## config.mk

```make
export PLATFORM = sky130hd
export DESIGN_NAME = gte_controller
export DESIGN_NICKNAME = d
export VERILOG_FILES = /design/src/hdl/gte_pkg.sv /design/src/hdl/gte_controller.sv
export SDC_FILE = /design/constraint.sdc
export NUM_CORES = 1
export LEC_CHECK = 0
export ABC_CLOCK_PERIOD_IN_PS = 2800
export BUFFER_PORTS_ARGS = -buffer_cell sky130_fd_sc_hd__buf_2
export CAP_MARGIN = 20
export CORE_MARGIN = 2
export CORE_UTILIZATION = 45
export CTS_BUF_LIST = sky130_fd_sc_hd__clkbuf_4 sky130_fd_sc_hd__clkbuf_8 sky130_fd_sc_hd__clkbuf_16
export CTS_CLUSTER_DIAMETER = 200
export DETAILED_ROUTE_END_ITERATION = 7
export PLACE_DENSITY = 0.76
export SYNTH_ARGS = -nofsm -noshare
export SYNTH_HDL_FRONTEND = slang
export SYNTH_SLANG_ARGS = --single-unit
```

## constraint.sdc

```tcl
create_clock -name clock -period 2.8 [get_ports clock]
set_input_delay 0.14 -clock clock [delete_from_list [all_inputs] [get_ports clock]]
set_output_delay 0.14 -clock clock [all_outputs]
set_load 0.1 [all_outputs]
```

## src/hdl/gte_pkg.sv

```systemverilog
`timescale 1ns / 1ps

package gte_pkg;

   localparam int ROWS     = 10;
   localparam int COLS     = 10;
   localparam int CELLS    = ROWS * COLS;
   localparam int ADDR_W   = $clog2(CELLS);
   localparam int LINE_MAX = (ROWS > COLS) ? ROWS : COLS;
   localparam int IDX_W    = 4;
   localparam int VAL_W    = 16;
   localparam int RES_W    = 23;
   localparam int MASK_W   = 16;
   localparam int ACC_W    = 26;
   localparam int TENTHS   = 10;

   typedef enum logic [2:0] {
      CMD_SET, CMD_CLEAR, CMD_SUM, CMD_SEARCH, CMD_SORT, CMD_MEAN, CMD_MIN, CMD_MAX
   } cmd_type;

   typedef enum logic [2:0] {
      OP_NONE, OP_CLEAR, OP_SUM, OP_FIRST, OP_MIN, OP_MAX, OP_MATCH, OP_LANE
   } op_type;

   typedef enum logic [2:0] {
      EMIT_ERR, EMIT_OK, EMIT_ACC, EMIT_MEAN, EMIT_MASK, EMIT_LANE
   } emit_type;

   typedef struct packed {
      logic                    wr;
      logic                    rd;
      logic [IDX_W-1:0]        row;
      logic [IDX_W-1:0]        col;
      logic signed [VAL_W-1:0] wdata;
      op_type                  op;
      logic                    lane_clear;
      logic                    sort_step;
      logic                    sort_odd;
      logic                    desc;
      logic                    line_col;
      logic                    emit;
      emit_type                kind;
      logic [IDX_W-1:0]        pos;
      logic                    last;
   } dp_cmd_type;

   typedef struct packed {
      logic out_ready;
   } dp_status_type;

endpackage

```

## src/hdl/gte_controller.sv

```systemverilog
`timescale 1ns / 1ps

module gte_controller (
   input  logic                              clock,
   input  logic                              reset,
   input  logic                              req_valid,
   output logic                              req_stall,
   input  logic [2:0]                        req_cmd,
   input  logic [gte_pkg::IDX_W-1:0]         req_row_a,
   input  logic [gte_pkg::IDX_W-1:0]         req_col_a,
   input  logic [gte_pkg::IDX_W-1:0]         req_row_b,
   input  logic [gte_pkg::IDX_W-1:0]         req_col_b,
   input  logic [gte_pkg::IDX_W-1:0]         req_line_index,
   input  logic                              req_line_is_column,
   input  logic                              req_descending,
   input  logic signed [gte_pkg::VAL_W-1:0]  req_value,
   input  gte_pkg::dp_status_type            status,
   output gte_pkg::dp_cmd_type               cmd
);

   typedef enum logic [2:0] {
      S_IDLE, S_ERR, S_WRITE, S_SCAN, S_DRAIN, S_SORT, S_EMIT, S_LANE
   } state_type;

   localparam logic [gte_pkg::IDX_W-1:0] ROW_LAST  = gte_pkg::IDX_W'(gte_pkg::ROWS - 1);
   localparam logic [gte_pkg::IDX_W-1:0] COL_LAST  = gte_pkg::IDX_W'(gte_pkg::COLS - 1);
   localparam logic [gte_pkg::IDX_W-1:0] SORT_LAST = gte_pkg::IDX_W'(gte_pkg::LINE_MAX - 1);

   state_type                        state_ff;
   gte_pkg::cmd_type                 op_ff;
   logic [gte_pkg::IDX_W-1:0]        ra_ff, ca_ff, rb_ff, cb_ff, li_ff;
   logic                             col_ff, desc_ff;
   logic signed [gte_pkg::VAL_W-1:0] val_ff;
   logic [gte_pkg::IDX_W-1:0]        r_ff, c_ff, k_ff;
   gte_pkg::cmd_type                 req_op;
   logic                             accept, bad, empty_sum, line_bad;
   logic [gte_pkg::IDX_W-1:0]        len_last;

   assign req_op    = gte_pkg::cmd_type'(req_cmd);
   assign req_stall = (state_ff != S_IDLE);
   assign accept    = req_valid && !req_stall;
   assign len_last  = col_ff ? ROW_LAST : COL_LAST;
   assign line_bad  = req_line_is_column ? (int'(req_line_index) >= gte_pkg::COLS)
                                         : (int'(req_line_index) >= gte_pkg::ROWS);
   assign empty_sum = (req_row_a > req_row_b) || (req_col_a > req_col_b);

   always_comb begin
      case (req_op) inside
         gte_pkg::CMD_SET, gte_pkg::CMD_CLEAR:
            bad = (int'(req_row_a) >= gte_pkg::ROWS) || (int'(req_col_a) >= gte_pkg::COLS);
         gte_pkg::CMD_SUM:
            bad = (int'(req_row_a) >= gte_pkg::ROWS) || (int'(req_col_a) >= gte_pkg::COLS) ||
                  (int'(req_row_b) >= gte_pkg::ROWS) || (int'(req_col_b) >= gte_pkg::COLS);
         gte_pkg::CMD_SEARCH: bad = 1'b0;
         default: bad = line_bad;
      endcase
   end

   always_comb begin
      cmd          = '0;
      cmd.op       = gte_pkg::OP_NONE;
      cmd.kind     = gte_pkg::EMIT_OK;
      cmd.desc     = desc_ff;
      cmd.line_col = col_ff;
      cmd.wdata    = val_ff;
      case (state_ff)
         S_IDLE: begin
            if (accept) begin
               cmd.op         = gte_pkg::OP_CLEAR;
               cmd.lane_clear = 1'b1;
            end
         end
         S_ERR: begin
            cmd.emit = status.out_ready;
            cmd.kind = gte_pkg::EMIT_ERR;
            cmd.last = 1'b1;
         end
         S_WRITE: begin
            cmd.emit  = status.out_ready;
            cmd.wr    = status.out_ready;
            cmd.row   = ra_ff;
            cmd.col   = ca_ff;
            cmd.wdata = (op_ff == gte_pkg::CMD_SET) ? val_ff : '0;
            cmd.last  = 1'b1;
         end
         S_SCAN: begin
            cmd.rd = 1'b1;
            case (op_ff) inside
               gte_pkg::CMD_SUM, gte_pkg::CMD_SEARCH: begin
                  cmd.row = r_ff;
                  cmd.col = c_ff;
               end
               default: begin
                  cmd.row = col_ff ? k_ff : li_ff;
                  cmd.col = col_ff ? li_ff : k_ff;
               end
            endcase
            case (op_ff)
               gte_pkg::CMD_SUM, gte_pkg::CMD_MEAN: cmd.op = gte_pkg::OP_SUM;
               gte_pkg::CMD_SEARCH: cmd.op = gte_pkg::OP_MATCH;
               gte_pkg::CMD_SORT:   cmd.op = gte_pkg::OP_LANE;
               gte_pkg::CMD_MIN:
                  cmd.op = (k_ff == '0) ? gte_pkg::OP_FIRST : gte_pkg::OP_MIN;
               gte_pkg::CMD_MAX:
                  cmd.op = (k_ff == '0) ? gte_pkg::OP_FIRST : gte_pkg::OP_MAX;
               default: cmd.op = gte_pkg::OP_NONE;
            endcase
         end
         S_SORT: begin
            cmd.sort_step = 1'b1;
            cmd.sort_odd  = k_ff[0];
         end
         S_EMIT: begin
            cmd.emit = status.out_ready;
            cmd.last = 1'b1;
            case (op_ff)
               gte_pkg::CMD_MEAN: cmd.kind = gte_pkg::EMIT_MEAN;
               gte_pkg::CMD_SEARCH: begin
                  cmd.kind = gte_pkg::EMIT_MASK;
                  cmd.pos  = r_ff;
                  cmd.last = (r_ff == ROW_LAST);
               end
               default: cmd.kind = gte_pkg::EMIT_ACC;
            endcase
         end
         S_LANE: begin
            cmd.emit = status.out_ready;
            cmd.kind = gte_pkg::EMIT_LANE;
            cmd.pos  = k_ff;
            cmd.last = (k_ff == len_last);
         end
         default: ;
      endcase
   end

   always_ff @(posedge clock) begin
      if (reset) begin
         state_ff <= S_IDLE;
      end else begin
         case (state_ff)
            S_IDLE: begin
               if (accept) begin
                  op_ff   <= req_op;
                  ra_ff   <= req_row_a;
                  ca_ff   <= req_col_a;
                  rb_ff   <= req_row_b;
                  cb_ff   <= req_col_b;
                  li_ff   <= req_line_index;
                  col_ff  <= req_line_is_column;
                  desc_ff <= req_descending;
                  val_ff  <= req_value;
                  k_ff    <= '0;
                  if (bad) begin
                     state_ff <= S_ERR;
                  end else begin
                     case (req_op) inside
                        gte_pkg::CMD_SET, gte_pkg::CMD_CLEAR: state_ff <= S_WRITE;
                        gte_pkg::CMD_SUM: begin
                           r_ff     <= req_row_a;
                           c_ff     <= req_col_a;
                           state_ff <= empty_sum ? S_DRAIN : S_SCAN;
                        end
                        gte_pkg::CMD_SEARCH: begin
                           r_ff     <= '0;
                           c_ff     <= '0;
                           state_ff <= S_SCAN;
                        end
                        default: state_ff <= S_SCAN;
                     endcase
                  end
               end
            end
            S_ERR, S_WRITE: begin
               if (status.out_ready) begin
                  state_ff <= S_IDLE;
               end
            end
            S_SCAN: begin
               case (op_ff) inside
                  gte_pkg::CMD_SUM: begin
                     if (c_ff == cb_ff) begin
                        c_ff <= ca_ff;
                        if (r_ff == rb_ff) begin
                           state_ff <= S_DRAIN;
                        end else begin
                           r_ff <= r_ff + 1'b1;
                        end
                     end else begin
                        c_ff <= c_ff + 1'b1;
                     end
                  end
                  gte_pkg::CMD_SEARCH: begin
                     if (c_ff == COL_LAST) begin
                        state_ff <= S_DRAIN;
                     end else begin
                        c_ff <= c_ff + 1'b1;
                     end
                  end
                  default: begin
                     if (k_ff == len_last) begin
                        k_ff     <= '0;
                        state_ff <= S_DRAIN;
                     end else begin
                        k_ff <= k_ff + 1'b1;
                     end
                  end
               endcase
            end
            S_DRAIN: begin
               state_ff <= (op_ff == gte_pkg::CMD_SORT) ? S_SORT : S_EMIT;
            end
            S_SORT: begin
               if (k_ff == SORT_LAST) begin
                  k_ff     <= '0;
                  state_ff <= S_LANE;
               end else begin
                  k_ff <= k_ff + 1'b1;
               end
            end
            S_EMIT: begin
               if (status.out_ready) begin
                  if (op_ff == gte_pkg::CMD_SEARCH && r_ff != ROW_LAST) begin
                     r_ff     <= r_ff + 1'b1;
                     c_ff     <= '0;
                     state_ff <= S_SCAN;
                  end else begin
                     state_ff <= S_IDLE;
                  end
               end
            end
            S_LANE: begin
               if (status.out_ready) begin
                  if (k_ff == len_last) begin
                     state_ff <= S_IDLE;
                  end else begin
                     k_ff <= k_ff + 1'b1;
                  end
               end
            end
            default: state_ff <= S_IDLE;
         endcase
      end
   end

endmodule

```

* Word level (Yosys, flattened, before mapping)
Cells that the tools add are included.
** Storage, ports and cells
- Output and inout port bits :: 44
- Input bits :: 45
- Logic and storage cells :: 164
- Register bits :: 56
** Operators by class
- Bitwise logic cells :: 1
- Eq/ne operators :: 44
- Reductions and logical operators :: 24
- Add/subtract/negate cells :: 3
- Muxes and demuxes :: 72
- $lt $le $gt $ge :: 7
** Operator list (number)
- $mux 4 :: 28
- $mux 3 :: 18
- $mux 16 :: 2
- $ne 2x2->1 const B :: 14
- $eq 3x3->1 const B :: 8
- $pmux 4 s3 :: 2
- $pmux 3 s7 :: 1
- $ge 4x4->1 const B :: 5
- $reduce_and 10->1 :: 2
- $eq 3x2->1 const B :: 6
- $pmux 4 s4 :: 1
- $pmux 8 s2 :: 1
- $ne 3x3->1 const B :: 5
- $pmux 3 s5 :: 1
- $add 4x1->4 const B :: 3
- $eq 4x4->1 const B :: 3
- $ne 4x4->1 const B :: 3
- $pmux 3 s2 :: 2
- $reduce_and 11->1 :: 1
- $logic_not 3->1 :: 3
- $pmux 3 s3 :: 1
- $eq 4x4->1 :: 2
- $gt 4x4->1 :: 2
- $mux 2 :: 4
- other kinds (18) :: 33

* Longest topological paths before layout
- Depth in word-level cells :: 9
- Depth in mapped cells :: 9
- Mapped depth without buffers :: 8

* Worst setup path before layout
Ideal clock, no wire load.
- Path type :: reg2out
- Start point :: register state_ff[1]
- End point :: output port cmd[14] (netlist bit)
- Path buffers :: 1
- Arrival time :: 3230 ps
- Stages on the path, launching flop included :: 5
- Path slack :: -570 ps
- Cell sequence :: dfxtp_1 inv_1 or2_4 clkbuf_1 o31ai_1
** RTL lines
- start, declared :: line gte_controller.sv:29 : state_type state_ff;
- start signal, assigned :: line gte_controller.sv:161 : state_ff <= empty_sum ? S_DRAIN : S_SCAN;
- start signal, assigned :: line gte_controller.sv:210 : state_ff <= (op_ff == gte_pkg::CMD_SORT) ? S_SORT : S_EMIT;
- end, declared :: line gte_controller.sv:18 : output gte_pkg::dp_cmd_type cmd

==> reports/results.tsv <==
metric	value	unit
final core occ	55.9	%
post-cts gate resize count	0	
First-pass DRT Iterations	5	
RSZ-0062 raised after global routing	no	
Post-Syn Area	3470	um^2
H-tree depth	2	
Antenna diodes	0	
reg2reg path depth	5	
CTS buffer count	5	
final setup skew	0.00622	ns
Post-DP Area	4020	um^2
DR WL met3	668	um
reg-to-reg endpoint	c_ff[2]$_DFFE_PP_	
clk sinks	56	
Slew Limit Fails	0	
per-cell routed wire length	15.7	um
ratio of cells with drive above 1 in the final layout	26.8	%
Die X	91.8	um
initial antenna violation count	0	
TritonCTS clock tree	yes	
CP required	2.66	ns
largest net degree at the start of global routing	42	
nets	500	
Post-CTS Setup Bufs	0	
CTS root buf	clkbuf_8	
GRT Residual Overflow	0	
period utilization	89.7	%
final wirelength	8480	um
IO buf count	88	
Netlist cell types	57	
nature of the critical path endpoint	output port	
final worst slack	0.288	ns
final setup violation count	0	
Power Density	913	nW/um^2
Layout fillers	684	
Die ar.	8420	um^2
post-synthesis register bit count	56	
Iter 0 DRT Violations	229	
CTS Buffer Depth	2	
DP HPWL	6220	um
DR vias/cell	5.33	
Initial Util	45.6	%
Static Leak	1.77	nW
Max VDD drop	601	uV
DR DRC count	0	
num rows	32	
Finished Cell Area	4250	um^2
Yosys warning count	0	
Post-Syn Area per Cell	10.1	um^2
Max Clk Rate	398	MHz
outcome	complete, no violations	
Syn Inst Count	343	
syn_nets	403	
HP Start	req_value[7]	
Seq/Total Area, Yosys	47.6	%
CTS clock-pin slew for the worst setup and hold paths	0.09	ns
DP Worst Slack	0.511	ns
Skew-Pair Late Insertion Delay	0.31	ns
Worst Path Arrival	2.37	ns
Crit Path Max Fanout	16	
Routed Antenna Nets	0	
Reg2Reg Launch Point	op_ff[2]$_DFFE_PP_	
core footprint	7610	um^2
Post-synth EDFFs	53	
boundary pin count	89	
first-pass GRT wire length	13800	um
min cycle time layout	2.51	ns
number of global-route vias before repair	2796	
worst-margin pin slew	0.585	ns
WHS Path Cells	1	
ys flop type	edfxtp_1	
uppermost layer routed	met4	
wire length on met2	4250	um
worst hold path class	primary input to flip-flop	
endpoints failing hold	0	
WHS Endpoint	val_ff[7]$_DFFE_PP_	
Layout area overhead	22.6	%
cts hold-fix bufs	10	
Metal-1 WL	3500	um
CP Class	flip-flop to output port	
Register-to-Register Setup Slack	0.48	ns
async set or reset register ratio after synthesis	0	%
routed via count	2889	
Worst Setup Start Kind	flip-flop	
last weighted congestion value of the routability-driven placer	0.958	
total of max-cap violations	0	
Die Span Y	91.8	um
Total GRT Usage	20.4	%
Slew HR	61.0	%
==> final cells by class <==
class	instances	area (um^2)	share of cell area (%)
timing repair buffer	108	673	15.8
tap	102	128	3.00
inverter	24	90.1	2.12
clock buffer	5	68.8	1.62
clock inverter	2	12.5	0.294
sequential	56	1650	38.8
multi-input combinational	245	1630	38.3
==> flip-flops by register name, summed over array words and instances (netlist names), 4 cells and up <==
name / flops
r_ff: 4
li_ff: 4
rb_ff: 4
ra_ff: 4
val_ff: 16
ca_ff: 4
cb_ff: 4
c_ff: 4
k_ff: 4
==> Yosys cell counts (2+ instances only) <==
library cell	count	area share [%]
edfxtp_1	53	46
nand2_1	34	3.7
nor2_1	30	3.2
o21ai_0	24	3.5
inv_1	22	2.4
nor2b_1	22	4.0
a21oi_1	19	2.7
ha_1	15	5.4
mux2i_1	15	4.3
xnor2_1	13	3.3
nand3_1	9	1.3
buf_2	7	1.0
nand3b_1	7	1.5
buf_4	5	1.1
nor3_1	5	0.72
nand4_1	4	0.72
xor2_1	4	1.0
a311oi_1	3	0.76
clkbuf_1	3	0.32
dfxtp_1	3	1.7
a31oi_1	2	0.36
and3_1	2	0.36
buf_6	2	0.65
inv_2	2	0.22
nand2b_1	2	0.36
o211ai_1	2	0.43
o21a_1	2	0.43
o21ai_1	2	0.29
o31ai_1	2	0.43
==> through the flow <==
step                      total power, mW  instances  hold slack (ns)  TNS (ns)
after global routing                 4.06        542         -0.00444         0
after floorplan                      3.04        343            0.237    -0.683
after global placement               3.41        520            0.316         0
after detailed placement             3.45        520            0.319         0
after CTS                            3.87        537          0.00169         0
final                                3.88        542          0.00128         0
==> layer usage <==
layer  track usage [%]  vias up
met1              26.0     1341
met3              4.27        8
met5                 0        -
met4              3.86        0
li1                  -     1407
met2              36.2      133
==> how the worst max path moves through the flow <==
stage / depth (start not counted) / to / start / slack (ns)
2_1_floorplan: 5 / cmd[42] / state_ff[0]$_SDFFE_PP0P_ / -0.34
3_3_place_gp: 5 / c_ff[0]$_DFFE_PP_ / op_ff[2]$_DFFE_PP_ / 0.64
3_5_place_dp: 5 / c_ff[0]$_DFFE_PP_ / op_ff[2]$_DFFE_PP_ / 0.51
4_1_cts: 5 / cmd[32] / state_ff[1]$_SDFFE_PP0P_ / 0.30
5_1_grt: 5 / cmd[26] / state_ff[1]$_SDFFE_PP0P_ / 0.09
6_report: 5 / cmd[26] / state_ff[1]$_SDFFE_PP0P_ / 0.29
==> worst max-delay path: stages, from the launching register on <==
cell and delay (ns):
dfxtp_1 0.70, nand2b_1 0.44, nor3_2 0.30, buf_4 0.24, nor2b_1 0.08, buf_2 0.30
==> cells by family (layout without fill, tap and decap cells) <==
family	Yosys count	in the layout	synth area share, %
flip-flops	56	56	47.6
AO/OA/AOI/OAI	68	68	12.9
buffers and inverters	42	139	5.77
multiplexers	15	15	4.33
adder cells (fa/ha/maj)	16	16	5.70
XOR/XNOR	17	17	4.29
AND/OR/NAND/NOR	129	129	19.4
==> report_power, final <==
group,switching [mW],internal [mW],leakage [nW]
Combinational,1.74,0.507,1.21
Sequential,0.131,1.07,0.517
Clock,0.258,0.170,0.0400
Total,2.13,1.75,1.77
==> layout by cell type, fill, tap and decap left out, drive strengths merged, types with 3 or more instances in the layout <==
cell	count
nand2b	3
mux2i	15
a21oi	19
nor3	6
nand3b	7
nor2	31
xor2	4
a311oi	3
o31ai	3
xnor2	13
ha	15
nand4	4
nand3	10
edfxtp	53
o21a	3
dfxtp	3
buf	93
nand2	35
inv	24
dlygate4sd3	15
o21ai	26
nor2b	22
clkbuf	5
(Power assumes the default switching activity.)
